### src/hdl/scfp_pkg.sv
// Shared types and constants for the serial command frame parser.
package scfp_pkg;

    localparam logic [7:0]  START_BYTE    = 8'hFF;
    localparam logic [7:0]  END_BYTE      = 8'hFE;
    localparam logic [15:0] TIMEOUT_RESET = 16'd2000;
    localparam logic [15:0] ELAPSED_MAX   = 16'hFFFF;

    localparam int unsigned PADDR_W = 2;
    localparam int unsigned PDATA_W = 32;
    localparam logic [PADDR_W-1:0] ADDR_TIMEOUT = 2'd0;

    typedef enum logic [1:0] {
        ST_CONTINUE = 2'd0,
        ST_RECEIVED = 2'd1,
        ST_TIMEOUT  = 2'd2,
        ST_DISCARD  = 2'd3
    } status_t;

    typedef enum logic [1:0] {
        HP_IDLE    = 2'd0,
        HP_COMMAND = 2'd1,
        HP_LENGTH  = 2'd2,
        HP_BODY    = 2'd3
    } header_pos_t;

    typedef struct packed {
        header_pos_t header_position;
        logic [7:0]  bytes_left;
        logic [7:0]  frame_command;
        logic [7:0]  frame_length;
        logic [7:0]  body_position;
        logic [15:0] elapsed_ms;
    } parse_state_t;

    typedef struct packed {
        status_t    status;
        logic [7:0] command;
        logic [7:0] body_length;
        logic       body_valid;
        logic [7:0] body_index;
        logic [7:0] body_byte;
    } result_t;

endpackage

### src/hdl/scfp_if.sv
// Valid/ready channel interfaces for parser input and result items.
interface scfp_in_if;
    logic       valid;
    logic       ready;
    logic       mode;
    logic [7:0] rx_byte;

    modport source (output valid, output mode, output rx_byte, input ready);
    modport sink   (input valid, input mode, input rx_byte, output ready);
endinterface

interface scfp_out_if;
    logic       valid;
    logic       ready;
    logic [1:0] status;
    logic [7:0] command;
    logic [7:0] body_length;
    logic       body_valid;
    logic [7:0] body_index;
    logic [7:0] body_byte;

    modport source (output valid, output status, output command, output body_length,
                    output body_valid, output body_index, output body_byte, input ready);
    modport sink   (input valid, input status, input command, input body_length,
                    input body_valid, input body_index, input body_byte, output ready);
endinterface

### src/hdl/scfp_step.sv
// Next-state and result logic for one received byte or millisecond tick.
module scfp_step (
    input  scfp_pkg::parse_state_t state,
    input  logic                   mode,
    input  logic [7:0]             rx_byte,
    input  logic [15:0]            timeout_ms,
    output scfp_pkg::parse_state_t state_next,
    output scfp_pkg::result_t      result
);

    scfp_pkg::parse_state_t upd;
    logic [15:0]            elapsed_inc;
    logic                   restart_all;
    logic                   restart_parser;

    assign elapsed_inc = (state.elapsed_ms != scfp_pkg::ELAPSED_MAX)
                       ? state.elapsed_ms + 16'd1 : state.elapsed_ms;

    always_comb
    begin
        upd               = state;
        restart_all       = 1'b0;
        restart_parser    = 1'b0;
        result.status     = scfp_pkg::ST_CONTINUE;
        result.body_valid = 1'b0;
        result.body_index = 8'd0;
        result.body_byte  = 8'd0;

        if (mode)
        begin
            upd.elapsed_ms = elapsed_inc;
            if (elapsed_inc > timeout_ms)
            begin
                result.status = scfp_pkg::ST_TIMEOUT;
                restart_all   = 1'b1;
            end
        end
        else if (state.header_position == scfp_pkg::HP_IDLE && rx_byte == scfp_pkg::START_BYTE)
        begin
            upd.header_position = scfp_pkg::HP_COMMAND;
        end
        else if (state.header_position == scfp_pkg::HP_COMMAND)
        begin
            upd.frame_command   = rx_byte;
            upd.header_position = scfp_pkg::HP_LENGTH;
        end
        else if (state.header_position == scfp_pkg::HP_LENGTH)
        begin
            upd.frame_length    = rx_byte;
            upd.bytes_left      = rx_byte;
            upd.body_position   = 8'd0;
            upd.header_position = scfp_pkg::HP_BODY;
        end
        else if (state.header_position == scfp_pkg::HP_BODY && state.bytes_left != 8'd0)
        begin
            result.body_valid = 1'b1;
            result.body_index = state.body_position;
            result.body_byte  = rx_byte;
            upd.body_position = state.body_position + 8'd1;
            upd.bytes_left    = state.bytes_left - 8'd1;
        end
        else if (state.header_position == scfp_pkg::HP_BODY && rx_byte == scfp_pkg::END_BYTE)
        begin
            result.status = scfp_pkg::ST_RECEIVED;
            restart_all   = 1'b1;
        end
        else if (state.elapsed_ms > timeout_ms)
        begin
            result.status = scfp_pkg::ST_TIMEOUT;
            restart_all   = 1'b1;
        end
        else
        begin
            result.status  = scfp_pkg::ST_DISCARD;
            restart_parser = 1'b1;
        end

        // reported frame fields are taken before any restart
        result.command     = upd.frame_command;
        result.body_length = upd.frame_length;

        state_next = upd;
        if (restart_all || restart_parser)
        begin
            state_next.header_position = scfp_pkg::HP_IDLE;
            state_next.bytes_left      = 8'd0;
            state_next.frame_command   = 8'd0;
            state_next.frame_length    = 8'd0;
            state_next.body_position   = 8'd0;
        end
        if (restart_all)
        begin
            state_next.elapsed_ms = 16'd0;
        end
    end

endmodule

### src/hdl/serial_command_frame_parser_unit.sv
// Top level of the serial command frame parser: state, config register, result skid.
//
//  channel  direction  accepted when             payload
//  in_ch    sink       valid && ready            mode, rx_byte
//  out_ch   source     valid && ready            status, command, body_length, body_*
//  apb      slave      psel && penable && pwrite  timeout_ms at byte address 0
//
// One item per cycle while in_ch.ready is high: the parser state is read and written in the
// cycle an item is accepted, and, unless the output is stalled, its result enters the output
// register at that same edge, offered next cycle. A second result register takes an item
// arriving while the output is stalled; in_ch.ready drops only while that register is full.
// Reset clears the parser, the timer and both result valid flags; timeout_ms returns to 2000.
module serial_command_frame_parser_unit (
    input  logic                           clk,
    input  logic                           rst_n,
    scfp_in_if.sink                        in_ch,
    scfp_out_if.source                     out_ch,
    input  logic                           psel,
    input  logic                           penable,
    input  logic                           pwrite,
    input  logic [scfp_pkg::PADDR_W-1:0]   paddr,
    input  logic [scfp_pkg::PDATA_W-1:0]   pwdata,
    output logic [scfp_pkg::PDATA_W-1:0]   prdata,
    output logic                           pready
);

    scfp_pkg::parse_state_t state_reg, state_next;
    scfp_pkg::result_t      result;
    scfp_pkg::result_t      out_reg, skid_reg;
    logic                   out_valid_reg, skid_valid_reg;
    logic [15:0]            timeout_reg;
    logic                   in_fire, out_fire;

    assign pready = 1'b1;
    assign prdata = (paddr == scfp_pkg::ADDR_TIMEOUT)
                  ? {{(scfp_pkg::PDATA_W-16){1'b0}}, timeout_reg} : '0;

    always_ff @(posedge clk or negedge rst_n)
    begin
        if (!rst_n)
        begin
            timeout_reg <= scfp_pkg::TIMEOUT_RESET;
        end
        else if (psel && penable && pwrite && paddr == scfp_pkg::ADDR_TIMEOUT)
        begin
            timeout_reg <= pwdata[15:0];
        end
    end

    assign in_ch.ready = !skid_valid_reg;
    assign in_fire     = in_ch.valid && !skid_valid_reg;
    assign out_fire    = out_valid_reg && out_ch.ready;

    scfp_step u_step (
        .state      (state_reg),
        .mode       (in_ch.mode),
        .rx_byte    (in_ch.rx_byte),
        .timeout_ms (timeout_reg),
        .state_next (state_next),
        .result     (result)
    );

    always_ff @(posedge clk or negedge rst_n)
    begin
        if (!rst_n)
        begin
            state_reg <= '{header_position: scfp_pkg::HP_IDLE, default: '0};
        end
        else if (in_fire)
        begin
            state_reg <= state_next;
        end
    end

    always_ff @(posedge clk or negedge rst_n)
    begin
        if (!rst_n)
        begin
            out_valid_reg  <= 1'b0;
            skid_valid_reg <= 1'b0;
        end
        else if (skid_valid_reg)
        begin
            if (out_fire)
            begin
                skid_valid_reg <= 1'b0;
            end
        end
        else if (in_fire)
        begin
            if (!out_valid_reg || out_fire)
            begin
                out_valid_reg <= 1'b1;
            end
            else
            begin
                skid_valid_reg <= 1'b1;
            end
        end
        else if (out_fire)
        begin
            out_valid_reg <= 1'b0;
        end
    end

    // payload registers, no reset
    always_ff @(posedge clk)
    begin
        if (skid_valid_reg)
        begin
            if (out_fire)
            begin
                out_reg <= skid_reg;
            end
        end
        else if (in_fire)
        begin
            if (!out_valid_reg || out_fire)
            begin
                out_reg <= result;
            end
            else
            begin
                skid_reg <= result;
            end
        end
    end

    assign out_ch.valid       = out_valid_reg;
    assign out_ch.status      = out_reg.status;
    assign out_ch.command     = out_reg.command;
    assign out_ch.body_length = out_reg.body_length;
    assign out_ch.body_valid  = out_reg.body_valid;
    assign out_ch.body_index  = out_reg.body_index;
    assign out_ch.body_byte   = out_reg.body_byte;

endmodule

### src/flat_wrapper.sv
// flat-port wrapper written by rule: the top's interface ports become plain ports
module serial_command_frame_parser_unit_flat 
  (clk, rst_n, psel, penable, pwrite, paddr, pwdata, prdata, pready, in_ch_valid, in_ch_mode, in_ch_rx_byte, in_ch_ready, out_ch_valid, out_ch_status, out_ch_command, out_ch_body_length, out_ch_body_valid, out_ch_body_index, out_ch_body_byte, out_ch_ready);
  scfp_in_if in_ch_i ();
  scfp_out_if out_ch_i ();
  input  logic clk;
  input  logic rst_n;
  input  logic psel;
  input  logic penable;
  input  logic pwrite;
  input  logic [scfp_pkg::PADDR_W-1:0] paddr;
  input  logic [scfp_pkg::PDATA_W-1:0] pwdata;
  output logic [scfp_pkg::PDATA_W-1:0] prdata;
  output logic pready;
  input wire logic [$bits(in_ch_i.valid)-1:0] in_ch_valid;
  input wire logic [$bits(in_ch_i.mode)-1:0] in_ch_mode;
  input wire logic [$bits(in_ch_i.rx_byte)-1:0] in_ch_rx_byte;
  output wire logic [$bits(in_ch_i.ready)-1:0] in_ch_ready;
  output wire logic [$bits(out_ch_i.valid)-1:0] out_ch_valid;
  output wire logic [$bits(out_ch_i.status)-1:0] out_ch_status;
  output wire logic [$bits(out_ch_i.command)-1:0] out_ch_command;
  output wire logic [$bits(out_ch_i.body_length)-1:0] out_ch_body_length;
  output wire logic [$bits(out_ch_i.body_valid)-1:0] out_ch_body_valid;
  output wire logic [$bits(out_ch_i.body_index)-1:0] out_ch_body_index;
  output wire logic [$bits(out_ch_i.body_byte)-1:0] out_ch_body_byte;
  input wire logic [$bits(out_ch_i.ready)-1:0] out_ch_ready;
  assign in_ch_i.valid = in_ch_valid;
  assign in_ch_i.mode = in_ch_mode;
  assign in_ch_i.rx_byte = in_ch_rx_byte;
  assign in_ch_ready = in_ch_i.ready;
  assign out_ch_valid = out_ch_i.valid;
  assign out_ch_status = out_ch_i.status;
  assign out_ch_command = out_ch_i.command;
  assign out_ch_body_length = out_ch_i.body_length;
  assign out_ch_body_valid = out_ch_i.body_valid;
  assign out_ch_body_index = out_ch_i.body_index;
  assign out_ch_body_byte = out_ch_i.body_byte;
  assign out_ch_i.ready = out_ch_ready;
  serial_command_frame_parser_unit u_core (.clk(clk), .rst_n(rst_n), .in_ch(in_ch_i), .out_ch(out_ch_i), .psel(psel), .penable(penable), .pwrite(pwrite), .paddr(paddr), .pwdata(pwdata), .prdata(prdata), .pready(pready));
endmodule
### config.mk
export PLATFORM = sky130hd
export DESIGN_NAME = serial_command_frame_parser_unit_flat
export DESIGN_NICKNAME = d
export VERILOG_FILES = /design/src/hdl/scfp_pkg.sv /design/src/hdl/scfp_if.sv /design/src/hdl/scfp_step.sv /design/src/hdl/serial_command_frame_parser_unit.sv /design/src/flat_wrapper.sv
export SDC_FILE = /design/constraint.sdc
export NUM_CORES = 1
export LEC_CHECK = 0
export ABC_AREA = 0
export BUFFER_PORTS_ARGS = -buffer_cell sky130_fd_sc_hd__buf_2
export CORE_MARGIN = 3
export CORE_UTILIZATION = 40
export DETAILED_ROUTE_END_ITERATION = 8
export MAX_ROUTING_LAYER = met4
export PLACE_DENSITY = 0.63
export SKIP_LAST_GASP = 1
export SLEW_MARGIN = 20
export SYNTH_ARGS = -nofsm -noshare
export SYNTH_HDL_FRONTEND = slang
export SYNTH_SLANG_ARGS = --single-unit
### constraint.sdc
create_clock -name clk -period 4.7 [get_ports clk]
set_clock_uncertainty 0.1 [all_clocks]
set_input_delay 0.705 -clock clk [delete_from_list [all_inputs] [get_ports clk]]
set_output_delay 0.705 -clock clk [all_outputs]
set_load 0.01 [all_outputs]
Word level (Yosys, flattened, before mapping)
Index checks and enable logic that the tools add are counted.
W data, S select, Z words.
Word-level totals
  register bits: 138
  bits of input ports: 50
  output and inout port bits: 70
Operators by class
  eq/ne operators: 11
  magnitude comparators: 2
  reduce and logical (&&, ||, !) cells: 27
  bitwise gates (word level): 2
  add/sub/neg operators: 3
  muxes and demuxes: 57
Operator list (count)
  $mux W35: 4
  $mux W17: 5
  $mux W16: 5
  $mux W34: 2
  $mux W8: 7
  $gt A16 B16 Y1: 2
  $mux W32: 1
  $mux W1: 23
  $mux W2: 10
  $add A16 B1 Y16 const B: 1
  $eq A8 B8 Y1 const B: 2
  $ne A16 B16 Y1 const B: 1
  $reduce_and A3 Y1: 4
  $add A8 B1 Y8 const B: 1
  $logic_and A1 B1 Y1: 8
  $reduce_bool A2 Y1: 4
  $reduce_bool A8 Y1: 1
  $sub A8 B1 Y8 const B: 1
  $ne A2 B1 Y1 const B: 3
  $reduce_and A5 Y1: 1
  $eq A2 B2 Y1 const B: 2
  $logic_not A2 Y1: 2
  $ne A2 B2 Y1 const B: 2
  $reduce_bool A4 Y1: 1
  6 further kinds: 9

Logic depth before layout (Yosys ltp)
  depth after elaboration: 11
  gate-level depth with buffers: 19
  mapped depth without buffers: 15

By module
Synthesis repeated with hierarchy kept, for this count alone.
Unflattened totals
  cells, all modules: 670
  area, all modules: 7915.1 um^2
Modules (own cells, without submodules)
  serial_command_frame_parser_unit: seq. area each 3811.2 um^2, times used 1, area each 5372.7 um^2, cells each 299
  scfp_step: seq. area each 0.0 um^2, times used 1, area each 2542.4 um^2, cells each 371

Worst setup path after synthesis
Ideal clock, no wire load.
  kind: register -> register
  start point: reg u_core.state_reg[7] (netlist bit)
  end point: reg u_core.state_reg[3] (netlist bit)
  data required time: 4518 ps
  path slack: 1002 ps
  period minus slack after synthesis: 3698 ps
  arrival time: 3516 ps
  cell stages (with the launch flop): 20
  path buffers: 5
  cell sequence: dfrtp_1 buf_2 and4_1 and3_1 buf_6 a31o_4 or2_1 clkbuf_1 nor2_1 xor2_1 ha_1 nand4_1 nor2_1 a221oi_1 a31oi_1 buf_4 nor2_2 buf_2 nand2_1 a31oi_1
Between the ends
  longest elaborated chain between the ends: 10
  elaborated cells between the ends (all ways): 17
Ends and longest elaborated chain
  start, declared: RTL line serial_command_frame_parser_unit.sv:27  | scfp_pkg::parse_state_t state_reg, state_next;
  start signal, assigned: RTL line serial_command_frame_parser_unit.sv:71  | state_reg <= state_next;
  branches (longest 10 deep; another with $add A16 B1 Y16)
Parallel ways; which one is timed is not known. The select of a mux whose other input is x is not followed.
A chain may end at the register's enable or synchronous reset.

Worst setup path after layout
  start point: reg u_core.state_reg[7] (netlist bit)
  end point: reg u_core.state_reg[22] (netlist bit)
Between the ends
  longest elaborated chain between the ends: 11
  elaborated cells between the ends (all ways): 27
Ends and longest elaborated chain
  branches (longest 8 deep; another with $add A16 B1 Y16)
  $logic_or A1 B1 Y1 *: RTL line scfp_step.sv:83  | if (restart_all || restart_parser)
  $ne A2 B1 Y1 (no line) or $reduce_bool A3 Y1 (tied branches)
  $reduce_and A5 Y1 (no line)
Mark *: on every way between the ends.

==> flow_metrics.py <==
metrics = {
    "floorplanning": {
        "core_mm2": 0.0181,
        "die_x_um": 142,
        "start_util_pct": 41.1,
        "fp.dieArea_mm2": 0.0203,
        "die_height_um": 142,
        "boundaryPins": 120,
        "rows": 49,
    },
    "detailed_routing": {
        "dr.pass1.iters": 5,
        "drt_wl_total_um": 16400,
        "vias": 5432,
        "postRouteAntennaNets": 0,
        "drcViolationCount": 0,
        "vias_per_cell": 5.33,
        "drtIter0Drc": 373,
        "wl_per_cell_um": 16.1,
    },
    "grt": {
        "grt_remaining_overflow": 0,
        "grtUsageTotal_pct": 17.5,
        "first_global_vias": 5335,
        "grt_pass1_wl_um": 27500,
        "antenna_found_initial": 0,
        "grt_max_degree": 46,
    },
    "pwr": {
        "power_density_mw_per_mm2": 458,
        "ir_worst_vdd_mv": 0.258,
        "power.leakage_nw": 3.72,
    },
    "timing": {
        "finalHoldViolCount": 0,
        "setup_tns_ps": 0,
        "tightest_slew_ps": 956,
        "post-route-min-period_ps": 4150,
        "slew_violations": 0,
        "clock.fmax_mhz": 241,
        "rsz0062_at_grt": "no",
        "post-route-period-util_pct": 88.3,
        "setup_viol_count_final": 0,
        "fin_hold_ws_ps": 162,
        "slew-limit-headroom_pct": 36.1,
    },
    "critical_path": {
        "rr_worst_depth": 14,
        "crit_family": "simple AND/OR/NAND/NOR gates",
        "rr_startpoint": "u_core.state_reg[7]",
        "path_cells": "and4_1 -> and3_1 -> a31o_4 -> or2_1 -> nor2_1 -> xor2_1 -> ha_1 -> nand4_1 -> a2111o_1 -> a31oi_1 -> buf_4 -> o211ai_1 -> or2_0 -> o31ai_1",
        "crit_fanout": 11,
        "critical_path_buf_inv_count": 1,
        "path_class": "flip-flop to flip-flop",
        "reg2reg_slack_ps": 550,
        "cp.required_ps": 4930,
        "critPathMaxStageDelay_ps": 510,
        "critPathSlowestCell": "dfrtp_1",
        "start_kind": "flip-flop",
        "reg2reg_to": "u_core.state_reg[22]",
        "arrival_ps": 4380,
        "worstSetupEndpointType": "flip-flop",
    },
    "cells_and_area": {
        "final_cell_count_no_fill": 1020,
        "num_antenna_cells": 0,
        "area_delta_synth_final_pct": 14.9,
        "final_core_util_pct": 47.2,
        "final_nets": 864,
        "largest_reg_flops": 50,
        "drive_above_1_share_pct": 24.8,
        "fill_cells": 1642,
    },
    "clocking": {
        "htreeDepth": 4,
        "clock_path_buffers": 2,
        "clock_sinks": 138,
        "cts_made_buffers": 17,
        "insertion_delay_ps": 420,
        "cts_resized": 0,
        "clk_transition_reported_paths_ps": 60,
        "cts_setup_buffers": 0,
        "cts_root_buffer": "clkbuf_16",
        "hold_buffers": 0,
        "cts_tree": "yes",
    },
    "placement": {
        "gp_congestion": 0.871,
        "placedCellCount": 988,
        "io_buffers": 86,
        "dp_hpwl_um": 11500,
    },
    "outcome": {
        "status": "completed",
    },
    "min_path": {
        "min_path_type": "primary input to async pin",
    },
    "flow_run": {
        "maxCapViolCount": 0,
    },
    "yosys": {
        "synth_seq_cells": 138,
        "synth_edf_count": 70,
        "yosysWarnings": 0,
        "avgSynthCellArea_um2": 10.6,
        "yosysSeqAreaShare_pct": 51.2,
        "syn_inst": 701,
        "syn_area_mm2": 0.00744,
        "synthArstFlopShare_pct": 49.3,
        "ys_types": 65,
        "ys.flop_type": "edfxtp_1",
    },
}
[where the power goes]
| part | total (mW) | internal, mW | switching, mW |
|---|---|---|---|
| Sequential | 1.66 | 1.56 | 0.101 |
| Combinational | 0.999 | 0.388 | 0.611 |
| Clock | 1.25 | 0.730 | 0.523 |
[cell families (layout without fill, tap and decap cells)]
group / count (synthesis) / in the layout / share of synthesized area (%)
flops: 138 / 138 / 51.2
xor+xnor: 11 / 11 / 1.30
compound gates: 145 / 145 / 12.0
mux: 53 / 53 / 7.97
simple gates: 234 / 234 / 15.8
fa+ha+maj: 36 / 36 / 6.06
other cells: 2 / 17 / 0.101
buf+inv: 82 / 157 / 5.58
[routing by layer]
layer	vias up	wire length, um	GRT usage, %
met5	-	0	-
met3	24	683	3.49
met4	0	246	5.25
li1	2667	-	-
met1	2620	7450	22.7
met2	121	8030	27.9
[cell type report]
type / count / area, um^2 / share of cell area (%)
sequential: 138 / 3810 / 44.6
multi-input combinational: 496 / 3280 / 38.4
timing repair buffer: 96 / 505 / 5.92
clock buffer: 18 / 429 / 5.02
tap: 229 / 287 / 3.35
clock inverter: 14 / 124 / 1.45
inverter: 29 / 109 / 1.27
[Yosys cell counts, types with 21 or more instances]
master | count | area share, %
a21oi_1 | 32 | 2.2
clkbuf_1 | 21 | 1.1
dfrtp_1 | 62 | 21
edfxtp_1 | 70 | 28
ha_1 | 36 | 6.1
inv_1 | 28 | 1.4
mux2_2 | 50 | 7.6
nand2_1 | 83 | 4.2
nor2_1 | 29 | 1.5
nor3_1 | 27 | 1.8
o21ai_0 | 69 | 4.6
[stage by stage]
step / power, mW / cell area [um^2] / setup slack [ps]
4_1_cts: 3.96 / 8540 / 535
6_report: 3.91 / 8540 / 549
5_1_grt: 4.15 / 8540 / 195
2_1_floorplan: 2.35 / 7490 / 1000
3_5_place_dp: 2.70 / 7990 / 549
3_3_place_gp: 2.68 / 7990 / 568
[cell usage in the layout (no fill, tap or decap), types with 14 or more instances in the layout]
master / synthesis / final
ha_1: 36 / 36
nor2_1: 29 / 29
inv_1: 28 / 28
nand3_1: 20 / 20
dfrtp_1: 62 / 62
buf_2: 5 / 86
clkbuf_16: 0 / 17
o21ai_0: 69 / 69
mux2_2: 50 / 50
a21oi_1: 32 / 31
conb_1: 2 / 17
nand2_1: 83 / 83
nor3_1: 27 / 27
edfxtp_1: 70 / 70
nand4_1: 14 / 14
and2_1: 17 / 17
[worst max-delay path by stage]
stage	startpoint	endpoint	slack (ps)	cells past startpoint
2_1_floorplan	u_core.state_reg[7]	u_core.state_reg[3]	1000	19
3_3_place_gp	u_core.state_reg[7]	u_core.state_reg[22]	570	14
3_5_place_dp	u_core.state_reg[7]	u_core.state_reg[22]	550	14
4_1_cts	u_core.state_reg[7]	u_core.state_reg[22]	530	14
5_1_grt	u_core.state_reg[7]	u_core.state_reg[20]	190	15
6_report	u_core.state_reg[7]	u_core.state_reg[22]	550	14
Power figures use the tool's default switching activity.
